<file path="config.mk">
export PLATFORM = sky130hd
export DESIGN_NAME = imu_frame_receiver_unit
export DESIGN_NICKNAME = d
export VERILOG_FILES = /design/src/rtl/ifr_pkg.sv /design/src/rtl/ifr_frame_parser.sv /design/src/rtl/ifr_frame_fifo.sv /design/src/rtl/ifr_value_update.sv /design/src/rtl/imu_frame_receiver_unit.sv
export SDC_FILE = /design/constraint.sdc
export NUM_CORES = 1
export LEC_CHECK = 0
export BUFFER_PORTS_ARGS = -buffer_cell sky130_fd_sc_hd__buf_2
export CAP_MARGIN = 20
export CORE_MARGIN = 2
export CORE_UTILIZATION = 32
export CTS_BUF_LIST = sky130_fd_sc_hd__clkbuf_16
export CTS_CLUSTER_SIZE = 16
export DETAILED_ROUTE_END_ITERATION = 10
export GPL_TIMING_DRIVEN = 1
export SLEW_MARGIN = 20
export SYNTH_ARGS = -nofsm -noshare
export SYNTH_HDL_FRONTEND = slang
export SYNTH_SLANG_ARGS = --single-unit
</file>
<file path="constraint.sdc">
create_clock -name clk -period 7.01 [get_ports clk]
set_clock_uncertainty 0.05 [all_clocks]
set_input_delay 1.0515 -clock clk [delete_from_list [all_inputs] [get_ports clk]]
set_output_delay 1.0515 -clock clk [all_outputs]
set_load 0.02 [all_outputs]
</file>
<file path="src/rtl/ifr_pkg.sv">
`timescale 1ns / 1ps

package ifr_pkg;

    // frame store size, 16 to 64 bytes
    localparam int STORE_BYTES = 20;
    localparam int POS_W       = $clog2(STORE_BYTES + 1);

    localparam logic [7:0] SYNC_BYTE = 8'h55;
    localparam logic [7:0] ID_ANGLES = 8'h01;
    localparam logic [7:0] ID_RAW    = 8'h03;

    // sync, sync, id, length, checksum
    localparam logic [8:0] FRAME_OVERHEAD = 9'd5;

    // byte positions within a frame
    localparam int POS_SYNC2 = 1;
    localparam int POS_ID    = 2;
    localparam int POS_LEN   = 3;
    localparam int MIN_TOTAL = 5;

    // values come little-endian from bytes 4 to 15
    localparam int FIELD_FIRST = 4;
    localparam int FIELD_BYTES = 12;
    localparam int NUM_VALUES  = 9;
    localparam int NUM_ANGLES  = 3;
    localparam int OUT_W       = 8 + 16 * NUM_VALUES;

    // power of two so the pointers wrap by themselves
    localparam int FIFO_DEPTH = 2;
    localparam int FIFO_AW    = $clog2(FIFO_DEPTH);
    localparam int FIFO_CW    = $clog2(FIFO_DEPTH + 1);

    typedef logic [FIELD_BYTES-1:0][7:0] field_bytes_t;

    typedef struct packed {
        logic [7:0]   id;
        field_bytes_t bytes;
    } frame_rec_t;

    typedef logic signed [15:0] raw_t;

endpackage

</file>
<file path="src/rtl/ifr_frame_parser.sv">
`timescale 1ns / 1ps

module ifr_frame_parser (
    input  logic              clk,
    input  logic              rst_n,
    input  logic              in_valid,
    output logic              in_ready,
    input  logic [7:0]        in_byte,
    input  logic              fifo_full,
    output logic              push_valid,
    output ifr_pkg::frame_rec_t push_rec
);
    import ifr_pkg::*;

    logic [POS_W-1:0] pos_reg, pos_next;
    logic [POS_W-1:0] total_reg, total_next;
    logic [7:0]       sum_reg, sum_next;
    logic [7:0]       store_reg [STORE_BYTES];
    logic [POS_W-1:0] pos_inc;
    logic [8:0]       len_total;
    logic             accept;
    logic             wr_en;

    assign in_ready  = !fifo_full;
    assign accept    = in_valid && in_ready;
    assign pos_inc   = pos_reg + 1'b1;
    assign len_total = {1'b0, in_byte} + FRAME_OVERHEAD;

    always_comb
    begin
        pos_next   = pos_reg;
        sum_next   = sum_reg;
        total_next = total_reg;
        wr_en      = 1'b0;
        push_valid = 1'b0;
        if (accept)
        begin
            if (pos_reg == '0)
            begin
                if (in_byte == SYNC_BYTE)
                begin
                    wr_en    = 1'b1;
                    sum_next = in_byte;
                    pos_next = POS_W'(POS_SYNC2);
                end
            end
            else if (pos_reg == POS_W'(POS_SYNC2))
            begin
                if (in_byte == SYNC_BYTE)
                begin
                    wr_en    = 1'b1;
                    sum_next = sum_reg + in_byte;
                    pos_next = POS_W'(POS_ID);
                end
                else
                begin
                    pos_next = '0;
                    sum_next = '0;
                end
            end
            else if (pos_reg >= POS_W'(STORE_BYTES))
            begin
                pos_next = '0;
                sum_next = '0;
            end
            else
            begin
                wr_en = 1'b1;
                if (pos_reg == POS_W'(POS_LEN))
                begin
                    // oversized frame restarts the hunt
                    if (len_total > 9'(STORE_BYTES))
                    begin
                        pos_next = '0;
                        sum_next = '0;
                    end
                    else
                    begin
                        total_next = POS_W'(len_total);
                        sum_next   = sum_reg + in_byte;
                        pos_next   = pos_inc;
                    end
                end
                else if (pos_inc >= POS_W'(MIN_TOTAL) && pos_inc == total_reg)
                begin
                    // checksum byte ends the frame
                    pos_next   = '0;
                    sum_next   = '0;
                    push_valid = (sum_reg == in_byte);
                end
                else
                begin
                    sum_next = sum_reg + in_byte;
                    pos_next = pos_inc;
                end
            end
        end
    end

    always_ff @(posedge clk or negedge rst_n)
    begin
        if (!rst_n)
        begin
            pos_reg   <= '0;
            total_reg <= '0;
            sum_reg   <= '0;
            for (int i = 0; i < STORE_BYTES; i++)
            begin
                store_reg[i] <= '0;
            end
        end
        else
        begin
            pos_reg   <= pos_next;
            total_reg <= total_next;
            sum_reg   <= sum_next;
            for (int i = 0; i < STORE_BYTES; i++)
            begin
                if (wr_en && pos_reg == POS_W'(i))
                begin
                    store_reg[i] <= in_byte;
                end
            end
        end
    end

    // the checksum byte itself may land on a value offset
    assign push_rec.id = store_reg[POS_ID];

    for (genvar k = 0; k < FIELD_BYTES; k++)
    begin : g_field
        if (FIELD_FIRST + k < STORE_BYTES)
        begin : g_in
            assign push_rec.bytes[k] = (pos_reg == POS_W'(FIELD_FIRST + k)) ?
                                       in_byte : store_reg[FIELD_FIRST + k];
        end
        else
        begin : g_out
            assign push_rec.bytes[k] = '0;
        end
    end

endmodule

</file>
<file path="src/rtl/ifr_frame_fifo.sv">
`timescale 1ns / 1ps

module ifr_frame_fifo (
    input  logic                clk,
    input  logic                rst_n,
    input  logic                push_valid,
    input  ifr_pkg::frame_rec_t push_rec,
    output logic                full,
    output logic                pop_valid,
    input  logic                pop_ready,
    output ifr_pkg::frame_rec_t pop_rec
);
    import ifr_pkg::*;

    frame_rec_t         mem_reg [FIFO_DEPTH];
    logic [FIFO_AW-1:0] wr_ptr_reg, rd_ptr_reg;
    logic [FIFO_CW-1:0] count_reg, count_next;
    logic               do_push, do_pop;

    assign full      = (count_reg == FIFO_CW'(FIFO_DEPTH));
    assign pop_valid = (count_reg != '0);
    assign do_push   = push_valid && !full;
    assign do_pop    = pop_valid && pop_ready;
    assign pop_rec   = mem_reg[rd_ptr_reg];

    always_comb
    begin
        count_next = count_reg;
        if (do_push && !do_pop)
        begin
            count_next = count_reg + 1'b1;
        end
        else if (do_pop && !do_push)
        begin
            count_next = count_reg - 1'b1;
        end
    end

    always_ff @(posedge clk or negedge rst_n)
    begin
        if (!rst_n)
        begin
            wr_ptr_reg <= '0;
            rd_ptr_reg <= '0;
            count_reg  <= '0;
        end
        else
        begin
            count_reg <= count_next;
            if (do_push)
            begin
                wr_ptr_reg <= wr_ptr_reg + 1'b1;
            end
            if (do_pop)
            begin
                rd_ptr_reg <= rd_ptr_reg + 1'b1;
            end
        end
    end

    always_ff @(posedge clk)
    begin
        if (do_push)
        begin
            mem_reg[wr_ptr_reg] <= push_rec;
        end
    end

endmodule

</file>
<file path="src/rtl/ifr_value_update.sv">
`timescale 1ns / 1ps

module ifr_value_update (
    input  logic                     clk,
    input  logic                     rst_n,
    input  logic                     pop_valid,
    output logic                     pop_ready,
    input  ifr_pkg::frame_rec_t      pop_rec,
    output logic                     out_valid,
    input  logic                     out_ready,
    output logic [ifr_pkg::OUT_W-1:0] out_data
);
    import ifr_pkg::*;

    raw_t       vals_reg [NUM_VALUES];
    raw_t       vals_next [NUM_VALUES];
    raw_t       out_vals_reg [NUM_VALUES];
    logic [7:0] out_id_reg;
    logic       out_valid_reg;
    logic       do_pop;

    assign pop_ready = !out_valid_reg || out_ready;
    assign do_pop    = pop_valid && pop_ready;
    assign out_valid = out_valid_reg;

    always_comb
    begin
        for (int k = 0; k < NUM_VALUES; k++)
        begin
            vals_next[k] = vals_reg[k];
        end
        unique case (pop_rec.id)
            ID_ANGLES:
            begin
                for (int k = 0; k < NUM_ANGLES; k++)
                begin
                    vals_next[k] = {pop_rec.bytes[2*k+1], pop_rec.bytes[2*k]};
                end
            end
            ID_RAW:
            begin
                // accel then gyro, same offsets as the angles
                for (int k = 0; k < NUM_VALUES - NUM_ANGLES; k++)
                begin
                    vals_next[NUM_ANGLES+k] = {pop_rec.bytes[2*k+1], pop_rec.bytes[2*k]};
                end
            end
            default:
            begin
            end
        endcase
    end

    always_ff @(posedge clk or negedge rst_n)
    begin
        if (!rst_n)
        begin
            out_valid_reg <= 1'b0;
            for (int k = 0; k < NUM_VALUES; k++)
            begin
                vals_reg[k] <= '0;
            end
        end
        else
        begin
            if (do_pop)
            begin
                out_valid_reg <= 1'b1;
                for (int k = 0; k < NUM_VALUES; k++)
                begin
                    vals_reg[k] <= vals_next[k];
                end
            end
            else if (out_ready)
            begin
                out_valid_reg <= 1'b0;
            end
        end
    end

    always_ff @(posedge clk)
    begin
        if (do_pop)
        begin
            out_id_reg <= pop_rec.id;
            for (int k = 0; k < NUM_VALUES; k++)
            begin
                out_vals_reg[k] <= vals_next[k];
            end
        end
    end

    always_comb
    begin
        out_data[7:0] = out_id_reg;
        for (int k = 0; k < NUM_VALUES; k++)
        begin
            out_data[8 + 16*k +: 16] = out_vals_reg[k];
        end
    end

endmodule

</file>
<file path="src/rtl/imu_frame_receiver_unit.sv">
`timescale 1ns / 1ps

// imu frame receiver: parses sync/id/length/payload/checksum frames from a
// byte stream and reports the latest nine raw sensor values per good frame
//
// slave side: one received byte per word on s_tdata, no tlast or tuser
// master side: one word per good frame: id and roll, pitch, yaw, accel x/y/z,
//   gyro x/y/z as signed 16-bit values
// throughput: one byte per cycle while the frame queue has room; the parser runs a running
//   checksum, so the only stall source is the two-entry frame queue
// result path: the frame is written into the queue at the edge that takes the
//   checksum byte, then the value update loads it into the output register
// bad checksum, wrong second sync or an oversized length drop the frame
//   quietly and the parser hunts for 0x55 0x55 again
// receiver stall: the output register holds its word; the queue absorbs up
//   to two more good frames, then s_tready drops until a slot frees
// reset: hunting for sync, frame store and all latest values cleared to zero

module imu_frame_receiver_unit (
    input  logic                      clk,
    input  logic                      rst_n,
    input  logic                      s_tvalid,
    output logic                      s_tready,
    input  logic [7:0]                s_tdata,  // rx_byte
    output logic                      m_tvalid,
    input  logic                      m_tready,
    // frame_id, roll_raw, pitch_raw, yaw_raw, accel_x_raw, accel_y_raw,
    // accel_z_raw, gyro_x_raw, gyro_y_raw, gyro_z_raw
    output logic [ifr_pkg::OUT_W-1:0] m_tdata
);
    import ifr_pkg::*;

    // front: parser to queue
    logic       push_valid;
    frame_rec_t push_rec;
    logic       fifo_full;

    // back: queue to value update
    logic       pop_valid;
    logic       pop_ready;
    frame_rec_t pop_rec;

    ifr_frame_parser u_parser (
        .clk        (clk),
        .rst_n      (rst_n),
        .in_valid   (s_tvalid),
        .in_ready   (s_tready),
        .in_byte    (s_tdata),
        .fifo_full  (fifo_full),
        .push_valid (push_valid),
        .push_rec   (push_rec)
    );

    ifr_frame_fifo u_fifo (
        .clk        (clk),
        .rst_n      (rst_n),
        .push_valid (push_valid),
        .push_rec   (push_rec),
        .full       (fifo_full),
        .pop_valid  (pop_valid),
        .pop_ready  (pop_ready),
        .pop_rec    (pop_rec)
    );

    ifr_value_update u_update (
        .clk        (clk),
        .rst_n      (rst_n),
        .pop_valid  (pop_valid),
        .pop_ready  (pop_ready),
        .pop_rec    (pop_rec),
        .out_valid  (m_tvalid),
        .out_ready  (m_tready),
        .out_data   (m_tdata)
    );

    // a frame is only queued on a byte actually taken
    a_push_on_accept: assert property (@(posedge clk) disable iff (!rst_n)
        push_valid |-> (s_tvalid && s_tready))
        else $error("frame queued without an accepted byte");

    // the queue never sees a push while full
    a_no_overflow: assert property (@(posedge clk) disable iff (!rst_n)
        push_valid |-> !fifo_full)
        else $error("frame queue overflow");

    // a new result appears only after a frame left the queue
    a_out_from_pop: assert property (@(posedge clk) disable iff (!rst_n)
        $rose(m_tvalid) |-> $past(pop_valid && pop_ready))
        else $error("result word without a queued frame");

endmodule
</file>
==> reports/summary.txt, run 1 <==
# DRC: 0
Clock latency at the later pin of the worst-skew pair: 610 ps
Crit-path cells: buf_2 > ha_1 > or4_1 > nor4_1 > and4b_1 > and2_4 > buf_4
EDFF count, synth: 360
# rows: 103
Async SR Flop Fraction: 0.429
CP bufs+invs: 2
Detailed-router iteration count before antenna repair: 6
Max IR drop VDD: 0.000186 V
Min Hold Slack: 408 ps
Crit start category: input pin
First-pass GRT wire length: 85.8 mm
PwrDens: 388 mW/mm2
Sequential share of the synthesized area: 0.688
Area grow syn2layout: 15.5%
Distinct cells, synth: 59
Clk sink count: 631
H-tree levels: 3
Yosys reg bits: 631
Slowest cell on the critical path: and2_4
Post-synthesis cell count: 1830
Worst hold path type: flop to flop
Syn Area/Cell: 14.0 um2
Outcome: finished clean
Top_reg_cell synth: edfxtp_1
N_diodes: 0
Clock period minus worst slack: 4020 ps
Share of layout cells above drive strength 1: 0.263
Min-delay src: u_parser.push_rec[103]
Via/cell ratio: 4.72
Port bufs: 165
Hold_buf cts: 0
GRT overflow: 0
Io pins: 166
Delay-heaviest family, CP: simple AND/OR/NAND/NOR gates
Max Slew Vio Count: 0
Max transition margin: 0.319
Design Power: 11.5 mW
Core ar.: 0.0790 mm2
Routed wire per std cell: 18.2 um
Syn_nets: 1858
Final setup vio count: 0
Number of global-route vias before repair: 14300
CP arrival: 4200 ps
Starting density of the core: 0.324
Die Y: 287 um
Setup slack, reg-to-reg: 3010 ps
Largest net degree at the start of global routing: 165
CTS root buffer: clkbuf_16
Worst slew pin tran: 1020 ps
CTS buffer count: 70
Die area: 0.0822 mm2
R2R Path Start: u_parser.pos_reg[0]
Mapped Area: 0.0256 mm2
Die width: 287 um
Final period util: 0.573
Antenna violations before repair: 1
Max cap viols: 0
Post-DP HPWL: 35.2 mm
CP Launch Point: s_tdata[0]
Synth area leader: edfxtp_1
Most common cell in the netlist: edfxtp_1
Final WL: 55.9 mm
Critical path fanouts, max: 39
Non-Filler Instances: 3072
Global Route Usage Sum: 0.135
Top cells by area, synth: edfxtp_1 42%, dfrtp_1 27%, mux2_2 8.6%
Number of nets in the layout: 1993
Critical path type: input pin to flop
Clk buf depth: 3
Setup_tns: 0 ps
Max frequency: 0.249 GHz
Number of DRC markers in iteration 0: 991
Post_cts resized: 0
Data required time at the worst endpoint: 7190 ps
Top-area cell type share of the netlist area: 0.423
Post-Place Cells: 2943
CTS clk-pin slew, worst paths: 60 ps
Yosys Warn Count: 0
CP peak stage delay: 560 ps
Setup Buffers After CTS: 0
Hold Violations, Final: 0
Leakage: 12.4 nW
CTS tree: yes
Setup crit end kind: flop
RePlAce Congestion: 0.755
RSZ-0062 raised after global routing: no
Largest register FFs: 208
ANT nets after route: 0
Synth cell count leaders: 360 x edfxtp_1, 303 x nor2_1, 272 x a21oi_1, 271 x dfrtp_1, 195 x mux2_2
Total number of vias: 14500
[metal layers]
metal	share of wire	global-route usage
met5	0.00023	0
met4	0.019	0.0403
met3	0.043	0.0236
met2	0.47	0.216
met1	0.47	0.188
[final cells by class]
class                           instances  area (um2)
Sequential cell                       631       17600
Clock inverter                         55         453
Fill cell                            7472       49500
Tap cell                             1050        1310
Timing Repair Buffer                  180         968
Inverter                               11        46.3
Clock buffer                           74        1850
Multi-Input combinational cell       1071        7290
[worst paths after layout]
kind | to | depth (start not counted)
max | u_fifo.mem_reg[1][50] | 7
max in group asynchronous | u_parser.store_reg[46] | 2
max reg2reg | u_fifo.mem_reg[1][50] | 9
min reg2reg | u_fifo.mem_reg[1][103] | 0
min | u_fifo.mem_reg[1][103] | 0
min in group asynchronous | u_update.vals_reg[25] | 1
[through the flow]
stage	worst slack [ps]	instance area, um2	utilization
6_report	2990	29500	0.374
5_1_grt	2760	29500	0.374
4_1_cts	2950	29500	0.374
3_5_place_dp	2320	27200	0.344
3_3_place_gp	2350	27200	0.344
2_1_floorplan	1430	25600	-
[logic make-up (layout without fill, tap and decap cells)]
kind of cell / Yosys count / in the layout / share of synthesized area
flip-flops: 631 / 631 / 0.688
adder cells (fa/ha/maj): 16 / 16 / 0.00812
AO/OA/AOI/OAI: 337 / 337 / 0.0737
XOR/XNOR: 21 / 21 / 0.00719
AND/OR/NAND/NOR: 396 / 396 / 0.0673
multiplexers: 301 / 301 / 0.128
buffers and inverters: 128 / 320 / 0.0278
[cell usage in the layout (no fill, tap or decap), types with 4 or more instances in the layout]
cell / n
nor2_1: 303
mux2_1: 8
mux2i_1: 98
and2_4: 4
inv_6: 5
clkinv_1: 9
nor2_2: 4
buf_4: 12
ha_1: 15
a21oi_2: 26
and2_1: 12
buf_2: 164
and3_1: 5
clkbuf_16: 74
xor2_1: 10
clkinv_2: 8
o21ai_0: 13
edfxtp_1: 360
dfrtp_1: 270
nand2_1: 24
inv_1: 28
o21ai_1: 5
clkinvlp_4: 4
mux2_2: 195
bufinv_16: 7
a21oi_1: 272
nand3_1: 8
xnor2_1: 11
nand2b_1: 4
[power by group]
part           internal (mW)  switching [mW]  total, mW
clock network           2.17            1.49       3.66
registers               4.82           0.335       5.16
logic                  0.934            1.71       2.64
Note: power is estimated with default switching activity, not from simulation.
==> inputs of run 2 (changes only) <==
Clock period 7.01 ns to 3.9 ns, I/O delays scaled along.
==> reports/summary.txt, run 2 (synthesized netlist as in run 1, its figures left out) <==
ANT nets after route: 0 (unchanged)
Clk sink count: 631 (unchanged)
# rows: 103 (unchanged)
H-tree levels: 3 (unchanged)
Commonest non-fill, non-tap cells in the layout: 360 x edfxtp_1, 269 x dfrtp_1, 267 x nor2_1 (was 360 x edfxtp_1, 303 x nor2_1, 272 x a21oi_1)
Min-delay src: m_tready (was u_parser.push_rec[103])
Outcome: finished clean (unchanged)
Total number of vias: 14600 (was 14500)
Min Hold Slack: 257 ps (was 408 ps)
Leakage: 12.5 nW (was 12.4 nW)
Global Route Usage Sum: 0.137 (was 0.135)
Post-route cell area: 0.0303 mm2 (was 0.0295 mm2)
Max transition margin: 0.452 (was 0.319)
Max IR drop VDD: 0.000293 V (was 0.000186 V)
Most common cell after layout, fill and taps aside: edfxtp_1 (unchanged)
Non-Filler Instances: 3087 (was 3072)
Clock latency at the later pin of the worst-skew pair: 610 ps (about the same)
Crit-path cells: and3_4 > ha_4 > o21ai_1 > nand3b_1 > a2111oi_4 > and4b_1 > and2_4 > buf_4 (was buf_2 > ha_1 > or4_1 > nor4_1 > and4b_1 > and2_4 > buf_4)
Starting density of the core: 0.324 (unchanged)
Hold Violations, Final: 0 (unchanged)
Die Y: 287 um (unchanged)
Post-Place Cells: 2965 (was 2943)
Worst slew pin tran: 818 ps (was 1020 ps)
CTS root buffer: clkbuf_16 (unchanged)
Critical path type: flop to flop (was input pin to flop)
Crit start category: flop (was input pin)
Number of nets in the layout: 2012 (was 1993)
Largest register FFs: 208 (unchanged)
RSZ-0062 raised after global routing: no (unchanged)
Worst hold path type: input pin to flop (was flop to flop)
Post-DP HPWL: 36.1 mm (was 35.2 mm)
Setup crit end kind: flop (unchanged)
Final period util: 0.873
Die area: 0.0822 mm2 (unchanged)
Cell Area, Placed: 0.0281 mm2 (was 0.0272 mm2)
Final setup margin: 497 ps (was 2990 ps)
Via/cell ratio: 4.73 (was 4.72)
CP peak stage delay: 650 ps (was 560 ps)
Largest net degree at the start of global routing: 77 (was 165)
Detailed-router iteration count before antenna repair: 5 (was 6)
Pre-CTS setup slack: 533 ps (was 2320 ps)
Data required time at the worst endpoint: 4140 ps (was 7190 ps)
Design Power: 20.6 mW (was 11.5 mW)
CP Launch Point: u_parser.pos_reg[2] (was s_tdata[0])
Core ar.: 0.0790 mm2 (unchanged)
Area grow syn2layout: 18.5% (was 15.5%)
Number of global-route vias before repair: 14600 (was 14300)
Clock period minus worst slack: 3400 ps
PwrDens: 681 mW/mm2 (was 388 mW/mm2)
Routed wire per std cell: 18.2 um (about the same)
Share of layout cells above drive strength 1: 0.314 (was 0.263)
Slowest cell on the critical path: dfrtp_1 (was and2_4)
CTS tree: yes (unchanged)
Fin util: 0.384 (was 0.374)
Critical path fanouts, max: 20 (was 39)
Setup_tns: 0 ps (unchanged)
Max cap viols: 0 (unchanged)
CP arrival: 3640 ps (was 4200 ps)
Final WL: 56.2 mm (was 55.9 mm)
Max frequency: 0.294 GHz
Antenna violations before repair: 5 (was 1)
Io pins: 166 (unchanged)
# DRC: 0 (unchanged)
Die width: 287 um (unchanged)
Final setup vio count: 0 (unchanged)
CTS clk-pin slew, worst paths: 60 ps (about the same)
GRT overflow: 0 (unchanged)
CTS buffer count: 66 (was 70)
RePlAce Congestion: 0.798 (was 0.755)
Clk buf depth: 3 (unchanged)
Port bufs: 165 (unchanged)
First-pass GRT wire length: 86.9 mm (was 85.8 mm)
R2R Path Start: u_parser.pos_reg[2] (was u_parser.pos_reg[0])
Max Slew Vio Count: 0 (unchanged)
Number of DRC markers in iteration 0: 911 (was 991)
N_diodes: 0 (unchanged)
## run 2: changes by cell type in the layout (fill, tap and decap cells not counted), moves of 3 or more
| cell | change |
|---|---|
| clkbuf_16 | -6 |
| a21oi_1 | -52 |
| buf_12 | +18 |
| clkinv_1 | +3 |
| buf_4 | +6 |
| a21oi_2 | +52 |
| nor2_4 | +26 |
| bufinv_16 | +3 |
| nor2_1 | -36 |
| nor2_2 | +10 |
| inv_1 | -4 |
## run 2: final timing paths
kind                                              end  slack (ps)  depth (start not counted)
worst max-delay path            u_fifo.mem_reg[1][21]         500                          8
worst min-delay path               u_update.out_valid         260                          3
worst max register to register  u_fifo.mem_reg[1][21]         500                          8
worst min register to register  u_fifo.mem_reg[0][98]         420                          0
max in group asynchronous           u_fifo.rd_ptr_reg        2350                          3
min in group asynchronous       u_update.vals_reg[18]         510                          2
## run 2: repair_timing
item / in CTS / in global routing
resized for setup: 0 / 0
hold endpoints to repair: 71 / 0
hold buffers: 1 / 0
setup buffers: 0 / 0
## run 2: final cells by class
class / count / area (um2)
fill: 7330 / 48700
sequential: 631 / 17600
multi-input combinational: 1071 / 7750
clock buffer: 68 / 1700
timing repair buffer: 203 / 1360
tap: 1050 / 1310
clock inverter: 53 / 527
inverter: 11 / 45.0
## run 2: per-layer routing
layer	GRT usage	share of wire	up-vias
met2	0.213	0.46	345
met5	0	0.0010	-
met3	0.0280	0.053	87
met1	0.191	0.47	7268
met4	0.0453	0.021	10
li1	-	-	6884
## run 2: worst max-delay path, delay by kind of cell (launching register included)
kind	cells	cell delay, ps
AO/OA/AOI/OAI	2	630
adder cells (fa/ha/maj)	1	200
buffers and inverters	1	310
flip-flops	1	650
AND/OR/NAND/NOR	4	1270
## run 2: power breakdown
| part | internal (mW) | switching (mW) | leakage, nW |
|---|---|---|---|
| Combinational | 1.77 | 3.07 | 4.26 |
| Sequential | 8.66 | 0.685 | 7.14 |
| Clock | 3.85 | 2.61 | 1.14 |
==> inputs of run 3 (changes only) <==
Settings changed: SYNTH_HIERARCHICAL set to 1.
==> reports/summary.txt, run 3 <==
Syn_nets: 1608 (was 1858)
Final setup margin: 456 ps (was 497 ps)
Antenna violations before repair: 9 (was 5)
Total number of vias: 13500 (was 14600)
Most common cell in the netlist: mux2_2 (was edfxtp_1)
Max frequency: 0.290 GHz (was 0.294 GHz)
# DRC: 0 (unchanged)
Largest net degree at the start of global routing: 120 (was 77)
Number of global-route vias before repair: 14500 (was 14600)
CTS tree: yes (unchanged)
Setup crit end kind: flop (unchanged)
Global Route Usage Sum: 0.131 (was 0.137)
Top cells by area, synth: edfxtp_1 41%, dfrtp_1 26%, mux2_2 18% (was edfxtp_1 42%, dfrtp_1 27%, mux2_2 8.6%)
Clock latency at the later pin of the worst-skew pair: 610 ps (about the same)
Area grow syn2layout: 16.6% (was 18.5%)
Clk buf depth: 3 (unchanged)
PwrDens: 684 mW/mm2 (was 681 mW/mm2)
Clk sink count: 631 (unchanged)
Hold Violations, Final: 0 (unchanged)
CTS root buffer: clkbuf_16 (unchanged)
Leakage: 13.3 nW (was 12.5 nW)
Async SR Flop Fraction: 0.429 (unchanged)
Max cap viols: 0 (unchanged)
EDFF count, synth: 360 (unchanged)
Max IR drop VDD: 0.000341 V (was 0.000293 V)
CTS buffer count: 70 (was 66)
Syn Area/Cell: 16.8 um2 (was 14.0 um2)
Cell count of the worst reg-to-reg path: 9 (was 8)
Setup slack, reg-to-reg: 460 ps (was 500 ps)
Psw: 6.23 mW (was 6.36 mW)
Largest register FFs: 208 (unchanged)
Distinct cells, synth: 66 (was 59)
Post-route cell area: 0.0309 mm2 (was 0.0303 mm2)
Crit start category: flop (unchanged)
Max transition margin: 0.423 (was 0.452)
Mapped Area: 0.0265 mm2 (was 0.0256 mm2)
Critical path type: flop to flop (unchanged)
Number of nets in the layout: 1777 (was 2012)
Clock period minus worst slack: 3440 ps (was 3400 ps)
Sw Ratio: 0.295 (was 0.308)
Outcome: finished clean (unchanged)
Sequential power share: 0.445 (was 0.453)
Register area: 0.0176 mm2 (unchanged)
Max Slew Vio Count: 0 (unchanged)
# rows: 105 (was 103)
Top-area cell type share of the netlist area: 0.408 (was 0.423)
Die width: 292 um (was 287 um)
Synth cell count leaders: 418 x mux2_2, 360 x edfxtp_1, 271 x dfrtp_1, 93 x mux2_1, 64 x nand2_1 (was 360 x edfxtp_1, 303 x nor2_1, 272 x a21oi_1, 271 x dfrtp_1, 195 x mux2_2)
Most common cell after layout, fill and taps aside: mux2_2 (was edfxtp_1)
Area occupied by multi-input gates: 0.00836 mm2 (was 0.00775 mm2)
Worst r2r dst: u_fifo/mem_reg[1][37] (was u_fifo.mem_reg[1][21])
Commonest non-fill, non-tap cells in the layout: 418 x mux2_2, 360 x edfxtp_1, 269 x dfrtp_1 (was 360 x edfxtp_1, 269 x dfrtp_1, 267 x nor2_1)
CTS clk-pin slew, worst paths: 60 ps (about the same)
Int Pwr: 14.9 mW (was 14.3 mW)
Io pins: 166 (unchanged)
Top_reg_cell synth: edfxtp_1 (unchanged)
CP arrival: 3670 ps (was 3640 ps)
Starting density of the core: 0.323 (was 0.324)
R2R Path Start: u_parser/pos_reg[4] (was u_parser.pos_reg[2])
Final setup vio count: 0 (unchanged)
Core ar.: 0.0820 mm2 (was 0.0790 mm2)
Synth area leader: edfxtp_1 (unchanged)
Fin util: 0.377 (was 0.384)
Pre-CTS setup slack: 517 ps (was 533 ps)
Yosys Warn Count: 6 (was 0)
Port bufs: 165 (unchanged)
Combinational power share: 0.246 (was 0.235)
Post-DP HPWL: 34.2 mm (was 36.1 mm)
ANT nets after route: 0 (unchanged)
Share of layout cells above drive strength 1: 0.438 (was 0.314)
RSZ-0062 raised after global routing: no (unchanged)
Number of DRC markers in iteration 0: 591 (was 911)
Clk pwr share: 0.310 (was 0.313)
Final WL: 55.3 mm (was 56.2 mm)
Final period util: 0.883 (was 0.873)
Fillers: 7689 (was 7330)
Cell Area, Placed: 0.0285 mm2 (was 0.0281 mm2)
Post-synthesis cell count: 1579 (was 1830)
Routed wire per std cell: 19.2 um (was 18.2 um)
Worst slew pin tran: 862 ps (was 818 ps)
Die Y: 292 um (was 287 um)
Worst hold path type: input pin to async pin (was input pin to flop)
Die area: 0.0851 mm2 (was 0.0822 mm2)
GRT overflow: 0 (unchanged)
Via/cell ratio: 4.70 (was 4.73)
RePlAce Congestion: 0.821 (was 0.798)
First-pass GRT wire length: 86.1 mm (was 86.9 mm)
Design Power: 21.1 mW (was 20.6 mW)
Data required time at the worst endpoint: 4120 ps (was 4140 ps)
H-tree levels: 3 (unchanged)
Setup Buffers After CTS: 0 (unchanged)
Yosys reg bits: 631 (unchanged)
Sequential share of the synthesized area: 0.664 (was 0.688)
Critical path fanouts, max: 40 (was 20)
Detailed-router iteration count before antenna repair: 5 (unchanged)
==> run 3: cell types whose count changed in the layout (fill, tap and decap cells not counted), moves of 11 or more <==
cell     change
and2_1      -12
mux2i_1     -94
mux2_2     +223
a21oi_1    -211
o21ai_0     +25
nor2_2      -11
mux2_1      +85
nor2_4      -25
nand2_1     +38
mux2_4      +50
nor2_1     -248
a21oi_2     -76
==> run 3: through the flow <==
stage | hold slack [ps] | TNS [ps] | instances
after floorplan | 239 | -15660 | 1579
after global placement | 398 | 0 | 2744
after detailed placement | 410 | 0 | 2744
after CTS | 60.6 | 0 | 2873
after global routing | 399 | 0 | 2875
final | 404 | 0 | 2877
==> run 3: layout make-up <==
class                   count  area share
flip-flops and latches    631       0.570
repair buffers            196      0.0394
well taps                1070      0.0433
multi-input cells         834       0.271
clock buffers              74      0.0600
clock inverters            55      0.0149
diodes                      2    0.000162
inverters                  15     0.00182
==> run 3: worst max-delay path by stage <==
| stage | end | from | slack (ps) |
|---|---|---|---|
| floorplan | u_fifo/mem_reg[0][0] | u_parser/pos_reg[2] | -150 |
| global placement | u_fifo/mem_reg[1][25] | u_parser/pos_reg[4] | 580 |
| detailed placement | u_fifo/mem_reg[1][25] | u_parser/pos_reg[4] | 520 |
| CTS | u_fifo/mem_reg[1][89] | u_parser/pos_reg[4] | 490 |
| global route | u_fifo/mem_reg[0][61] | u_parser/pos_reg[4] | 250 |
| finish | u_fifo/mem_reg[1][37] | u_parser/pos_reg[4] | 460 |
==> run 3: repair_timing <==
action	in CTS	in global routing
hold buffers	0	1
hold endpoints to repair	0	43
gates resized for setup	0	0
==> run 3: cell families after synthesis <==
kind of cell               Yosys count  share of synthesized area
xor gates and xnor gates            21                    0.00694
AOI/OAI and AO/OA                   87                     0.0215
DFF                                631                      0.664
buffers and inverters              114                     0.0232
muxes                              565                      0.247
adders and majority gates           17                    0.00831
and+or+nand+nor                    144                     0.0289
==> run 3: worst max-delay path: stages, from the launching register on <==
cell and delay (ps):
dfrtp_1 520, clkinv_1 340, ha_4 340, xnor2_1 120
nor4_1 320, nand2_1 170, or2_4 300, nor3_4 140
and3_4 450, buf_12 280
==> run 3: routing by layer <==
| metal | GRT usage | share of wire |
|---|---|---|
| met5 | 0 | 0.0016 |
| met4 | 0.0482 | 0.025 |
| met3 | 0.0342 | 0.051 |
| met2 | 0.213 | 0.48 |
| met1 | 0.168 | 0.44 |
==> run 3: power by group through the flow <==
stage          sequential [mW]  combinational [mW]  clock, mW
6_report                  9.39                5.19       6.54
5_1_grt                   9.55                5.64       7.05
4_1_cts                   9.41                5.27       6.78
3_5_place_dp              9.52                5.24          0
3_3_place_gp              9.46                5.13          0
2_1_floorplan             10.2                3.25          0
